### config.mk
export PLATFORM = sky130hd
export DESIGN_NAME = go_back_n_sender
export DESIGN_NICKNAME = d
export VERILOG_FILES = /design/src/rtl/gbn_pkg.sv /design/src/rtl/gbn_arith.sv /design/src/rtl/gbn_seq.sv /design/src/rtl/go_back_n_sender.sv
export VERILOG_INCLUDE_DIRS = /design/src /design/src/rtl
export SDC_FILE = /design/constraint.sdc
export NUM_CORES = 1
export LEC_CHECK = 0
export BUFFER_PORTS_ARGS = -buffer_cell sky130_fd_sc_hd__buf_2
export CAP_MARGIN = 20
export CORE_ASPECT_RATIO = 0.9
export CORE_MARGIN = 2
export CORE_UTILIZATION = 35
export DETAILED_ROUTE_END_ITERATION = 10
export SLEW_MARGIN = 0
export SYNTH_ARGS = -nofsm -noshare
export SYNTH_HDL_FRONTEND = slang
export SYNTH_HIERARCHICAL = 1
export SYNTH_SLANG_ARGS = --single-unit
### constraint.sdc
create_clock -name aclk -period 8.05 [get_ports aclk]
set_clock_uncertainty 0.2 [all_clocks]
set_input_delay 0.4025 -clock aclk [delete_from_list [all_inputs] [get_ports aclk]]
set_output_delay 0.4025 -clock aclk [all_outputs]
set_load 0.01 [all_outputs]
### src/rtl/go_back_n_sender_macros.svh
// ----------------------------------------------------------------------------
// go_back_n_sender assertion macros
// Shared property forms for the sender's internal checks.
// ----------------------------------------------------------------------------
`ifndef GO_BACK_N_SENDER_MACROS_SVH
`define GO_BACK_N_SENDER_MACROS_SVH

// same-cycle implication
`define GBN_ASSERT_IMP(lbl, clk, rstn, ante, cons) \
    lbl: assert property (@(posedge clk) disable iff (!rstn) (ante) |-> (cons)) \
        else $error("gbn check failed");

// next-cycle implication
`define GBN_ASSERT_NXT(lbl, clk, rstn, ante, cons) \
    lbl: assert property (@(posedge clk) disable iff (!rstn) (ante) |=> (cons)) \
        else $error("gbn check failed");

`endif

### src/rtl/gbn_pkg.sv
// ----------------------------------------------------------------------------
// gbn_pkg
// Types, codes and constants shared by the Go-Back-N sender modules.
// ----------------------------------------------------------------------------
package gbn_pkg;

    localparam int CHUNK_BYTES_DEF = 1024;
    localparam int MAX_WINDOW_DEF  = 64;

    localparam int SEQ_W       = 32;
    localparam int BYTES_W     = 32;
    localparam int LEN_W       = 11;
    localparam int WIN_W       = 7;
    localparam int TRY_W       = 4;
    localparam int CFG_IDX_W   = 2;
    localparam int S_TUSER_W   = 3;
    localparam int S_TDATA_W   = 32;
    localparam int M_TUSER_W   = 2;
    localparam int M_TDATA_W   = 80;
    localparam int M_PAD_W     = M_TDATA_W - SEQ_W - BYTES_W - LEN_W;

    localparam logic [WIN_W-1:0] WINDOW_RST    = 7'd8;
    localparam logic [TRY_W-1:0] FIN_LIMIT_RST = 4'd10;

    localparam logic [1:0] MODE_START   = 2'd0;
    localparam logic [1:0] MODE_RX      = 2'd1;
    localparam logic [1:0] MODE_TIMEOUT = 2'd2;

    localparam logic [CFG_IDX_W-1:0] CFG_TOTAL_BYTES = 2'd0;
    localparam logic [CFG_IDX_W-1:0] CFG_WINDOW_SIZE = 2'd1;
    localparam logic [CFG_IDX_W-1:0] CFG_FIN_LIMIT   = 2'd2;

    typedef enum logic [1:0] {
        KIND_DATA = 2'd0,
        KIND_FIN  = 2'd1,
        KIND_DONE = 2'd2
    } kind_t;

    typedef enum logic [1:0] {
        PH_IDLE = 2'd0,
        PH_SEND = 2'd1,
        PH_FIN  = 2'd2,
        PH_DONE = 2'd3
    } phase_t;

    typedef enum logic [2:0] {
        S_IDLE,
        S_MUL,
        S_CMP,
        S_BASE,
        S_EVAL,
        S_SINGLE
    } seq_state_t;

    typedef struct packed {
        logic                below;
        logic [BYTES_W-1:0]  diff;
        logic [BYTES_W-1:0]  offset;
    } arith_res_t;

    typedef struct packed {
        kind_t               kind;
        logic [SEQ_W-1:0]    seq;
        logic [BYTES_W-1:0]  offset;
        logic [LEN_W-1:0]    len;
        logic                last;
    } desc_t;

endpackage

### src/rtl/gbn_arith.sv
// ----------------------------------------------------------------------------
// gbn_arith
// Shared offset unit: seq * chunk size, then compare and subtract against
// the transfer length. Two register stages.
// ----------------------------------------------------------------------------
module gbn_arith #(
    parameter int CHUNK_BYTES = gbn_pkg::CHUNK_BYTES_DEF
) (
    input  logic                         aclk,
    input  logic [gbn_pkg::SEQ_W-1:0]    operand,
    input  logic [gbn_pkg::BYTES_W-1:0]  total_bytes,
    output gbn_pkg::arith_res_t          res
);
    import gbn_pkg::*;

    localparam int CHUNK_W = $clog2(CHUNK_BYTES + 1);
    localparam int PROD_W  = SEQ_W + CHUNK_W;
    localparam logic [CHUNK_W-1:0] CHUNK_C = CHUNK_W'(CHUNK_BYTES);

    logic [PROD_W-1:0] prod_reg;
    arith_res_t        res_reg;
    arith_res_t        res_next;

    always_comb begin
        res_next.below  = prod_reg < {{CHUNK_W{1'b0}}, total_bytes};
        res_next.diff   = total_bytes - prod_reg[BYTES_W-1:0];
        res_next.offset = prod_reg[BYTES_W-1:0];
    end

    always_ff @(posedge aclk) begin
        prod_reg <= {{CHUNK_W{1'b0}}, operand} * {{SEQ_W{1'b0}}, CHUNK_C};
        res_reg  <= res_next;
    end

    assign res = res_reg;

endmodule

### src/rtl/gbn_seq.sv
// ----------------------------------------------------------------------------
// gbn_seq
// Sender sequencer: window state, event decode, descriptor walk over the
// shared offset unit, one-beat hold for the last flag and output register.
// ----------------------------------------------------------------------------
`include "go_back_n_sender_macros.svh"

module gbn_seq #(
    parameter int CHUNK_BYTES = gbn_pkg::CHUNK_BYTES_DEF,
    parameter int MAX_WINDOW  = gbn_pkg::MAX_WINDOW_DEF
) (
    input  logic                         aclk,
    input  logic                         aresetn,
    input  logic                         in_valid,
    output logic                         in_ready,
    input  logic [1:0]                   mode,
    input  logic                         rx_is_ack,
    input  logic [gbn_pkg::SEQ_W-1:0]    ack_number,
    input  logic [gbn_pkg::BYTES_W-1:0]  total_bytes,
    input  logic [gbn_pkg::WIN_W-1:0]    window_size,
    input  logic [gbn_pkg::TRY_W-1:0]    fin_retry_limit,
    output logic [gbn_pkg::SEQ_W-1:0]    operand,
    input  gbn_pkg::arith_res_t          res,
    output logic                         out_valid,
    input  logic                         out_ready,
    output gbn_pkg::desc_t               out_desc
);
    import gbn_pkg::*;

    localparam logic [WIN_W-1:0]   MAX_WIN_C = WIN_W'(MAX_WINDOW);
    localparam logic [BYTES_W-1:0] CHUNK_C   = BYTES_W'(CHUNK_BYTES);

    seq_state_t          state_reg, state_next;
    phase_t              phase_reg, phase_next;
    logic [SEQ_W-1:0]    base_reg, base_next;
    logic [SEQ_W-1:0]    nseq_reg, nseq_next;
    logic [TRY_W-1:0]    tries_reg, tries_next;
    logic [SEQ_W-1:0]    cur_reg, cur_next;
    logic                chk_reg, chk_next;
    logic                win_ok_reg, win_ok_next;
    logic                pend_valid_reg, pend_valid_next;
    desc_t               pend_reg, pend_next;
    logic                out_valid_reg, out_valid_next;
    desc_t               out_reg, out_next;
    kind_t               single_kind_reg, single_kind_next;
    logic [SEQ_W-1:0]    single_seq_reg, single_seq_next;

    logic [WIN_W-1:0]    eff_win;
    logic [TRY_W-1:0]    fin_lim;
    logic                fin_more;
    logic                ack_hit;
    logic                out_free;
    logic                emit_ok;
    logic [BYTES_W-1:0]  clamp;
    logic [LEN_W-1:0]    len;

    always_comb begin
        if (window_size == '0) begin
            eff_win = WIN_W'(1);
        end else if (window_size > MAX_WIN_C) begin
            eff_win = MAX_WIN_C;
        end else begin
            eff_win = window_size;
        end
    end

    assign fin_lim  = (fin_retry_limit == '0) ? TRY_W'(1) : fin_retry_limit;
    assign fin_more = tries_reg < fin_lim;
    assign ack_hit  = rx_is_ack && (ack_number >= base_reg) && (ack_number < nseq_reg);
    assign out_free = !out_valid_reg || out_ready;
    assign emit_ok  = (cur_reg != nseq_reg) || (win_ok_reg && res.below);
    assign clamp    = (res.diff > CHUNK_C) ? CHUNK_C : res.diff;
    assign len      = res.below ? clamp[LEN_W-1:0] : '0;

    // next state
    always_comb begin
        state_next = state_reg;
        unique case (state_reg)
            S_IDLE: begin
                if (in_valid) begin
                    case (mode)
                        MODE_START: begin
                            state_next = (total_bytes == '0) ? S_SINGLE : S_MUL;
                        end
                        MODE_RX: begin
                            if (phase_reg == PH_SEND && ack_hit) begin
                                state_next = S_MUL;
                            end else if (phase_reg == PH_FIN) begin
                                state_next = S_SINGLE;
                            end
                        end
                        MODE_TIMEOUT: begin
                            if (phase_reg == PH_SEND) begin
                                state_next = S_MUL;
                            end else if (phase_reg == PH_FIN) begin
                                state_next = S_SINGLE;
                            end
                        end
                        default: state_next = S_IDLE;
                    endcase
                end
            end
            S_MUL:  state_next = S_CMP;
            S_CMP:  state_next = chk_reg ? S_BASE : S_EVAL;
            S_BASE: state_next = res.below ? S_MUL : S_SINGLE;
            S_EVAL: begin
                if (emit_ok) begin
                    if (!pend_valid_reg || out_free) begin
                        state_next = S_MUL;
                    end
                end else if (!pend_valid_reg || out_free) begin
                    state_next = S_IDLE;
                end
            end
            S_SINGLE: begin
                if (out_free) begin
                    state_next = S_IDLE;
                end
            end
            default: state_next = S_IDLE;
        endcase
    end

    // datapath and outputs
    always_comb begin
        phase_next       = phase_reg;
        base_next        = base_reg;
        nseq_next        = nseq_reg;
        tries_next       = tries_reg;
        cur_next         = cur_reg;
        chk_next         = chk_reg;
        win_ok_next      = win_ok_reg;
        pend_valid_next  = pend_valid_reg;
        pend_next        = pend_reg;
        single_kind_next = single_kind_reg;
        single_seq_next  = single_seq_reg;
        out_valid_next   = out_valid_reg && !out_ready;
        out_next         = out_reg;

        unique case (state_reg)
            S_IDLE: begin
                if (in_valid) begin
                    case (mode)
                        MODE_START: begin
                            base_next = '0;
                            nseq_next = '0;
                            cur_next  = '0;
                            chk_next  = 1'b0;
                            if (total_bytes == '0) begin
                                phase_next       = PH_FIN;
                                tries_next       = TRY_W'(1);
                                single_kind_next = KIND_FIN;
                                single_seq_next  = '0;
                            end else begin
                                phase_next = PH_SEND;
                                tries_next = '0;
                            end
                        end
                        MODE_RX: begin
                            if (phase_reg == PH_SEND) begin
                                if (ack_hit) begin
                                    base_next = ack_number + SEQ_W'(1);
                                    cur_next  = ack_number + SEQ_W'(1);
                                    chk_next  = 1'b1;
                                end
                            end else if (phase_reg == PH_FIN) begin
                                if (rx_is_ack || !fin_more) begin
                                    phase_next       = PH_DONE;
                                    single_kind_next = KIND_DONE;
                                    single_seq_next  = '0;
                                end else begin
                                    tries_next       = tries_reg + TRY_W'(1);
                                    single_kind_next = KIND_FIN;
                                    single_seq_next  = nseq_reg;
                                end
                            end
                        end
                        MODE_TIMEOUT: begin
                            if (phase_reg == PH_SEND) begin
                                cur_next = base_reg;
                                chk_next = 1'b0;
                            end else if (phase_reg == PH_FIN) begin
                                if (fin_more) begin
                                    tries_next       = tries_reg + TRY_W'(1);
                                    single_kind_next = KIND_FIN;
                                    single_seq_next  = nseq_reg;
                                end else begin
                                    phase_next       = PH_DONE;
                                    single_kind_next = KIND_DONE;
                                    single_seq_next  = '0;
                                end
                            end
                        end
                        default: begin
                        end
                    endcase
                end
            end
            S_MUL: begin
            end
            S_CMP: begin
                win_ok_next = {1'b0, cur_reg} < ({1'b0, base_reg} + (SEQ_W+1)'(eff_win));
            end
            S_BASE: begin
                if (res.below) begin
                    cur_next = nseq_reg;
                    chk_next = 1'b0;
                end else begin
                    phase_next       = PH_FIN;
                    tries_next       = tries_reg + TRY_W'(1);
                    single_kind_next = KIND_FIN;
                    single_seq_next  = nseq_reg;
                end
            end
            S_EVAL: begin
                if (emit_ok) begin
                    if (!pend_valid_reg || out_free) begin
                        if (pend_valid_reg) begin
                            out_valid_next = 1'b1;
                            out_next       = pend_reg;
                            out_next.last  = 1'b0;
                        end
                        pend_valid_next  = 1'b1;
                        pend_next.kind   = KIND_DATA;
                        pend_next.seq    = cur_reg;
                        pend_next.offset = res.offset;
                        pend_next.len    = len;
                        pend_next.last   = 1'b0;
                        if (cur_reg == nseq_reg) begin
                            nseq_next = nseq_reg + SEQ_W'(1);
                        end
                        cur_next = cur_reg + SEQ_W'(1);
                    end
                end else if (pend_valid_reg && out_free) begin
                    out_valid_next  = 1'b1;
                    out_next        = pend_reg;
                    out_next.last   = 1'b1;
                    pend_valid_next = 1'b0;
                end
            end
            S_SINGLE: begin
                if (out_free) begin
                    out_valid_next = 1'b1;
                    out_next.kind  = single_kind_reg;
                    out_next.seq   = single_seq_reg;
                    out_next.offset = '0;
                    out_next.len   = '0;
                    out_next.last  = 1'b1;
                end
            end
            default: begin
            end
        endcase
    end

    always_ff @(posedge aclk) begin
        if (!aresetn) begin
            state_reg      <= S_IDLE;
            phase_reg      <= PH_IDLE;
            base_reg       <= '0;
            nseq_reg       <= '0;
            tries_reg      <= '0;
            chk_reg        <= 1'b0;
            pend_valid_reg <= 1'b0;
            out_valid_reg  <= 1'b0;
        end else begin
            state_reg      <= state_next;
            phase_reg      <= phase_next;
            base_reg       <= base_next;
            nseq_reg       <= nseq_next;
            tries_reg      <= tries_next;
            chk_reg        <= chk_next;
            pend_valid_reg <= pend_valid_next;
            out_valid_reg  <= out_valid_next;
        end
    end

    always_ff @(posedge aclk) begin
        cur_reg         <= cur_next;
        win_ok_reg      <= win_ok_next;
        pend_reg        <= pend_next;
        out_reg         <= out_next;
        single_kind_reg <= single_kind_next;
        single_seq_reg  <= single_seq_next;
    end

    assign in_ready  = (state_reg == S_IDLE);
    assign operand   = cur_reg;
    assign out_valid = out_valid_reg;
    assign out_desc  = out_reg;

    `GBN_ASSERT_IMP(a_no_hold_when_idle, aclk, aresetn, (state_reg == S_IDLE) || (state_reg == S_SINGLE) || (state_reg == S_BASE), !pend_valid_reg)
    `GBN_ASSERT_IMP(a_window_bound, aclk, aresetn, phase_reg == PH_SEND, (base_reg <= nseq_reg) && ((nseq_reg - base_reg) <= SEQ_W'(MAX_WINDOW)))
    `GBN_ASSERT_IMP(a_more_follows, aclk, aresetn, out_valid_reg && !out_reg.last, pend_valid_reg)
    `GBN_ASSERT_NXT(a_single_last, aclk, aresetn, (state_reg == S_SINGLE) && out_free, out_valid_reg && out_reg.last)

endmodule

### src/rtl/go_back_n_sender.sv
// ----------------------------------------------------------------------------
// go_back_n_sender
// Go-Back-N ARQ sender control: turns start, receive and timeout events
// into data, FIN and finished descriptors.
// ----------------------------------------------------------------------------
// Input beats carry one event: s_tuser = {rx_is_ack, mode}, s_tdata = ack_number.
// Each event yields zero or more descriptor beats on the m_ side; m_tlast marks
// the final beat of an event. Registers are set through cfg_wr_en/cfg_index/
// cfg_wdata; the user must write them only while no event is in flight, as the
// block does not enforce this itself. The block takes one event at a time;
// s_tready is high only between events. An event with a single result (FIN,
// finished) passes from the idle state through S_SINGLE to the output register.
// A data walk passes each descriptor through the shared offset unit in order
// (multiply, compare/subtract, decide); an ACK first adds a base check.
// Output is registered; while m_tready is low the walk stalls with one
// descriptor held back, and resumes when the beat is taken.
// Reset (aresetn low, synchronous) returns to the idle phase with base and
// next sequence at zero and registers at total 0, window 8, FIN limit 10.
// ----------------------------------------------------------------------------
module go_back_n_sender #(
    parameter int CHUNK_BYTES = gbn_pkg::CHUNK_BYTES_DEF,
    parameter int MAX_WINDOW  = gbn_pkg::MAX_WINDOW_DEF
) (
    input  logic                            aclk,
    input  logic                            aresetn,
    input  logic                            cfg_wr_en,
    input  logic [gbn_pkg::CFG_IDX_W-1:0]   cfg_index,
    input  logic [gbn_pkg::BYTES_W-1:0]     cfg_wdata,
    input  logic                            s_tvalid,
    output logic                            s_tready,
    input  logic [gbn_pkg::S_TDATA_W-1:0]   s_tdata,   // ack_number
    input  logic [gbn_pkg::S_TUSER_W-1:0]   s_tuser,   // mode[1:0], rx_is_ack
    output logic                            m_tvalid,
    input  logic                            m_tready,
    output logic [gbn_pkg::M_TDATA_W-1:0]   m_tdata,   // seq_number, byte_offset, chunk_length, pad
    output logic [gbn_pkg::M_TUSER_W-1:0]   m_tuser,   // kind
    output logic                            m_tlast
);
    import gbn_pkg::*;

    logic [BYTES_W-1:0] total_bytes_reg;
    logic [WIN_W-1:0]   window_size_reg;
    logic [TRY_W-1:0]   fin_limit_reg;
    logic [SEQ_W-1:0]   operand;
    arith_res_t         res;
    desc_t              desc;

    always_ff @(posedge aclk) begin
        if (!aresetn) begin
            total_bytes_reg <= '0;
            window_size_reg <= WINDOW_RST;
            fin_limit_reg   <= FIN_LIMIT_RST;
        end else if (cfg_wr_en) begin
            unique case (cfg_index)
                CFG_TOTAL_BYTES: total_bytes_reg <= cfg_wdata;
                CFG_WINDOW_SIZE: window_size_reg <= cfg_wdata[WIN_W-1:0];
                CFG_FIN_LIMIT:   fin_limit_reg   <= cfg_wdata[TRY_W-1:0];
                default: begin
                end
            endcase
        end
    end

    gbn_arith #(
        .CHUNK_BYTES (CHUNK_BYTES)
    ) u_arith (
        .aclk        (aclk),
        .operand     (operand),
        .total_bytes (total_bytes_reg),
        .res         (res)
    );

    gbn_seq #(
        .CHUNK_BYTES (CHUNK_BYTES),
        .MAX_WINDOW  (MAX_WINDOW)
    ) u_seq (
        .aclk            (aclk),
        .aresetn         (aresetn),
        .in_valid        (s_tvalid),
        .in_ready        (s_tready),
        .mode            (s_tuser[1:0]),
        .rx_is_ack       (s_tuser[2]),
        .ack_number      (s_tdata),
        .total_bytes     (total_bytes_reg),
        .window_size     (window_size_reg),
        .fin_retry_limit (fin_limit_reg),
        .operand         (operand),
        .res             (res),
        .out_valid       (m_tvalid),
        .out_ready       (m_tready),
        .out_desc        (desc)
    );

    assign m_tdata = {{M_PAD_W{1'b0}}, desc.len, desc.offset, desc.seq};
    assign m_tuser = desc.kind;
    assign m_tlast = desc.last;

endmodule

== After elaboration in Yosys (flattened, before gate mapping) ==
Cells that the tools add are included.

* Register bits after elaboration: 416
* Input port bits: 74
* Logic and storage cells: 222

* Add/subtract/negate cells: 6
* Magnitude comparators: 7
* Equality and inequality tests: 40
* Mux-type cells: 99
* Bitwise logic cells: 1
* Reductions and logical operators: 41

{| class="wikitable"
|+ Operators with widths
! operator !! number
|-
| $mux 32 || 21
|-
| $mux 78 || 5
|-
| $pmux 32 s3 || 3
|-
| $pmux 32 s2 || 3
|-
| $pmux 78 s2 || 1
|-
| $add 32x1->32 const B || 3
|-
| $lt 42x32->1 || 1
|-
| $mux 2 || 18
|-
| $mux 4 || 9
|-
| $add 32x7->33 || 1
|-
| $lt 32x33->1 || 1
|-
| $mux 3 || 11
|-
| $eq 32x32->1 || 1
|-
| $ge 32x32->1 || 1
|-
| $gt 32x11->1 const B || 1
|-
| $logic_not 32->1 || 1
|-
| $lt 32x32->1 || 1
|-
| $ne 32x32->1 || 1
|-
| $sub 32x32->32 || 1
|-
| $ne 3x2->1 const B || 9
|-
| $reduce_and 10->1 || 2
|-
| $pmux 3 s6 || 1
|-
| $reduce_and 9->1 || 2
|-
| $ne 3x3->1 const B || 5
|-
| 38 further kinds || 91
|}

== Depth between registers and ports, before layout ==
* Word-level depth: 11
* Gate-level depth with buffers: 20
* Mapped depth without buffers: 20

== Hierarchy ==
The synthesis kept the hierarchy.

{| class="wikitable"
|+ By module, submodules not included
! module !! instances !! cells an instance !! area an instance (um^2) !! seq. area each (um^2)
|-
| gbn_seq || 1 || 1,694 || 17,076.4 || 8,127.8
|-
| gbn_arith || 1 || 345 || 3,595.9 || 1,741.7
|-
| go_back_n_sender || 1 || 185 || 1,778.0 || 860.8
|}

== Worst setup path before layout ==
No wires, ideal clock.

* Path type: register -> register
* Start point: register u_seq.cur_reg[19] (netlist: u_seq/operand[19])
* End point: register u_seq/pend_reg[10] in the netlist's numbering, enable pin
* Library setup time: 0.533 ns
* Arrival time: 4.779 ns
* Required time: 7.317 ns
* Slack: 2.538 ns
* Cell stages (with the launch flop): 7
* Path buffers: 1
* Period minus slack after synthesis: 5.512 ns
* Cell sequence: edfxtp_1 buf_2 xor2_1 nor4_4 nand4_4 o31ai_1 a21oi_1

* Cells in the longest elaborated chain, start to end: 3

{| class="wikitable"
|+ Ends and longest elaborated chain
! element !! line !! text
|-
| start, declared || gbn_seq.sv:38 || <nowiki>logic [SEQ_W-1:0] cur_reg, cur_next;</nowiki>
|-
| start signal, assigned || gbn_seq.sv:279 || <nowiki>cur_reg <= cur_next;</nowiki>
|-
| $ne 32x32->1 || gbn_seq.sv:71 || <nowiki>assign emit_ok = (cur_reg != nseq_reg) || (win_ok_reg && res.below);</nowiki>
|-
| $logic_or 1x1->1 || gbn_seq.sv:71 ||
|-
| $reduce_and 3->1 (no line) || - ||
|-
| end signal, assigned || gbn_seq.sv:281 || <nowiki>pend_reg <= pend_next;</nowiki>
|-
| end, declared || gbn_seq.sv:42 || <nowiki>desc_t pend_reg, pend_next;</nowiki>
|}

Every way passes these cells.
A chain may end at the register's enable or synchronous reset.

== Worst setup path in the final report ==
* Start point: register window_size_reg[1]
* End point: register u_seq.win_ok_reg (data pin)

* Cells in the longest elaborated chain, start to end: 5

{| class="wikitable"
|+ Ends and longest elaborated chain
! element !! line !! text
|-
| start, declared || go_back_n_sender.sv:42 || <nowiki>logic [WIN_W-1:0] window_size_reg;</nowiki>
|-
| start signal, assigned || go_back_n_sender.sv:56 || <nowiki>CFG_WINDOW_SIZE: window_size_reg <= cfg_wdata[WIN_W-1:0];</nowiki>
|-
| $gt 7x7->1 || gbn_seq.sv:60 || <nowiki>end else if (window_size > MAX_WIN_C) begin</nowiki>
|-
| $mux 7 || gbn_seq.sv:60 ||
|-
| $mux 7 * || gbn_seq.sv:58 || <nowiki>if (window_size == '0) begin</nowiki>
|-
| $add 32x7->33 * || gbn_seq.sv:202 || <nowiki>win_ok_next = {1'b0, cur_reg} < ({1'b0, base_reg} + (SEQ_W+1)'(eff_win));</nowiki>
|-
| $lt 32x33->1 * || gbn_seq.sv:202 ||
|-
| end signal, assigned || gbn_seq.sv:280 || <nowiki>win_ok_reg <= win_ok_next;</nowiki>
|-
| end, declared || gbn_seq.sv:40 || <nowiki>logic win_ok_reg, win_ok_next;</nowiki>
|}

Every way passes the cells marked *; elsewhere a longest branch is shown, timed or not.

==> flow_metrics.tcl <==
set metrics [dict create \
    grtUsageTotal 0.189 \
    p_per_area_nw_per_um2 198 \
    path_common_cell "a21oi_1" \
    numCtsBuffers 46 \
    r2r_start "window_size_reg[1]" \
    path_cells "nor3_1, a21oi_1, nor2_1, ha_1, fa_1, a21o_1, a21oi_1, nor2b_1, o21ai_0, a21oi_1, nor3b_1, xnor2_1, ha_1, a21o_1, a21o_1, a21oi_1, nor2_1, a2111oi_0, o221ai_1, o211ai_1" \
    startpoint_type "flop" \
    htreeDepth 2 \
    ir_worst_vdd_v 0.000148 \
    reg2reg_slack_ns 3.29 \
    rr_endpoint "u_seq/win_ok_reg" \
    cts_setup_buffers 0 \
    status "completed" \
    power_leakage_nw 9.69 \
    synth.area.top_cells "edfxtp_1, dfxtp_1, ha_1" \
    ctsHoldBuffers 28 \
    crit_path_end_kind "flop" \
    critPathCapture "u_seq/win_ok_reg" \
    nFillCells 6166 \
    initial_utilization 0.352 \
    tightest_slew_ns 1.12 \
    slew_viol_final 0 \
    synth_ff_type "edfxtp_1" \
    avgSynthCellArea_um2 10.1 \
    path_clk_slew_ns 0.06 \
    crit_type "flop to flop" \
    insertion_delay_ns 0.59 \
    grt_setup_unrepaired "false" \
    synth-seq-cells 426 \
    tns_ns 0 \
    viasPerCell 5.24 \
    dr.first_iter.drc_count 1434 \
    vias 17100 \
    crit_path_max_incr_delay_ns 0.43 \
    hp-class "primary input to flop" \
    fmax_ghz 0.210 \
    port_buffers 153 \
    critPathSlowestCell "a2111oi_0" \
    syn-instance-count 2224 \
    drt_wl_total_um 64200 \
    grt_max_degree 76 \
    cts_num_sinks 426 \
    cp-startpoint "window_size_reg[1]" \
    critPathMaxFanout 9 \
    period_needed_ns 4.76 \
    yosysMostFrequentCell "nand2_1" \
    synthTopCellsByCount "nand2_1, edfxtp_1, dfxtp_1" \
    antenna_found_initial 1 \
    grt_overflow 0 \
    multiInputGateArea_um2 10700 \
    hold_viol 0 \
    register_area_um2 10700 \
    antenna_cells 0 \
    netlist_area_um2 22500 \
    yosys_warnings 6 \
    synthArstFlopShare 0 \
    max_slew_margin 0.248 \
    power.total_mw 5.12 \
    synth.top_cell.area_share 0.294 \
    area_growth_pct 15.4 \
    globalplace.congestion 0.913 \
    ant_nets 0 \
    die_area_um2 66200 \
    finalSetupViolations 0 \
    finalNetCount 2609 \
    io_pins 159 \
    die_h_um 244 \
    die_w_um 271 \
    yosysTopAreaCell "edfxtp_1" \
    synthDistinctLibCells 93 \
    arrival_ns 4.99 \
    seq_area_frac_synth 0.478 \
    post-dp-hpwl_um 48300 \
    grt_pass1_vias 16500 \
    cts_resized 0 \
    wl_per_cell_um 19.6 \
    first_pass_iters 6 \
    grt_pass1_wl_um 97600 \
    hold_depth 3 \
    drive_gt1_frac 0.126 \
    max-cap-violations 0 \
    worstPathRequired_ns 8.28 \
    clockBufferDepth 3 \
    cts_tree "yes" \
    synth-edff-count 220 \
    largest_register_ff_count 78 \
    period_share 0.591 \
    drc 0 \
    ctsRootBufferMaster "clkbuf_16" \
    reg2regPathDepth 20 \
    rows 88 \
    core_area_um2 63800 \
]
## per-layer routing
| layer | track usage | part of all wire | vias up |
|---|---|---|---|
| met5 | 0 | 0 | - |
| li1 | - | - | 8281 |
| met4 | 0.0496 | 0.023 | 0 |
| met3 | 0.0356 | 0.070 | 91 |
| met2 | 0.298 | 0.44 | 581 |
| met1 | 0.266 | 0.46 | 8180 |
## worst max-delay path, delay by kind of cell, from the launching register on
family                     cells  cell delay, ns
AOI/OAI and AO/OA             11            2.54
adders and majority gates      3            0.91
and+or+nand+nor                5            0.49
DFF                            1            0.35
xor gates and xnor gates       1            0.12
## cells in the final DEF, fill, tap and decap left out, drive strengths merged, types with 15 or more instances in the layout
cell type,instances
o31ai,26
nor2b,21
a21oi,109
dfxtp,206
buf,175
a32oi,21
conb,15
o21ai,92
a21o,34
clkbuf,57
nor4,34
xnor2,81
xor2,62
a22oi,31
edfxtp,220
mux2i,49
nor3,34
inv,142
or4,17
clkinv,18
a31oi,17
nand3,67
nand4,58
and2,92
nor2,94
ha,155
nand2,296
dlygate4sd3,28
## power by group
part | switching [mW] | total [mW] | internal, mW
logic | 0.269 | 0.433 | 0.164
registers | 0.0712 | 2.44 | 2.37
clock network | 0.899 | 2.25 | 1.35
total | 1.24 | 5.12 | 3.88
## how the worst min path moves through the flow
stage / start / to / slack (ns)
after floorplan: u_arith/prod_reg[31] / u_arith/res[31] / 0.13
after global placement: u_arith/prod_reg[27] / u_arith/res[27] / 0.17
after detailed placement: u_arith/prod_reg[27] / u_arith/res[27] / 0.17
after CTS: cfg_wdata[4] / window_size_reg[4] / 0.0003
after global routing: cfg_wdata[4] / window_size_reg[4] / 0.02
final: cfg_wdata[6] / total_bytes_reg[6] / 0.03
## through the flow
stage                util  area, µm²  std cells  hold slack [ns]  setup slack [ns]
floorplan               -      22500       2237            0.134              2.54
global placement    0.375      23900       3154            0.168              3.32
detailed placement  0.376      24000       3155            0.172              3.34
CTS                 0.406      25900       3269         0.000312              3.33
global route        0.406      25900       3271           0.0228              2.94
finish              0.406      25900       3271           0.0264              3.29
## area by class of cell
type / instances / area share
Clock inverter: 29 / 0.0122
Timing Repair Buffer: 204 / 0.0484
Inverter: 139 / 0.0201
Tap cell: 855 / 0.0413
Clock buffer: 57 / 0.0505
Sequential cell: 426 / 0.414
Multi-Input combinational cell: 1561 / 0.413
## kinds of logic (layout without fill, tap and decap cells)
group,count (synthesis),after routing,share of synthesized area
adder cells (fa/ha/maj),157,157,0.0882
other,2,15,0.000335
buffers and inverters,250,429,0.0505
multiplexers,50,50,0.0223
flip-flops,426,426,0.478
AND/OR/NAND/NOR,779,779,0.179
AO/OA/AOI/OAI,417,417,0.126
XOR/XNOR,143,143,0.0561
Note: power is estimated with default switching activity, not from simulation.
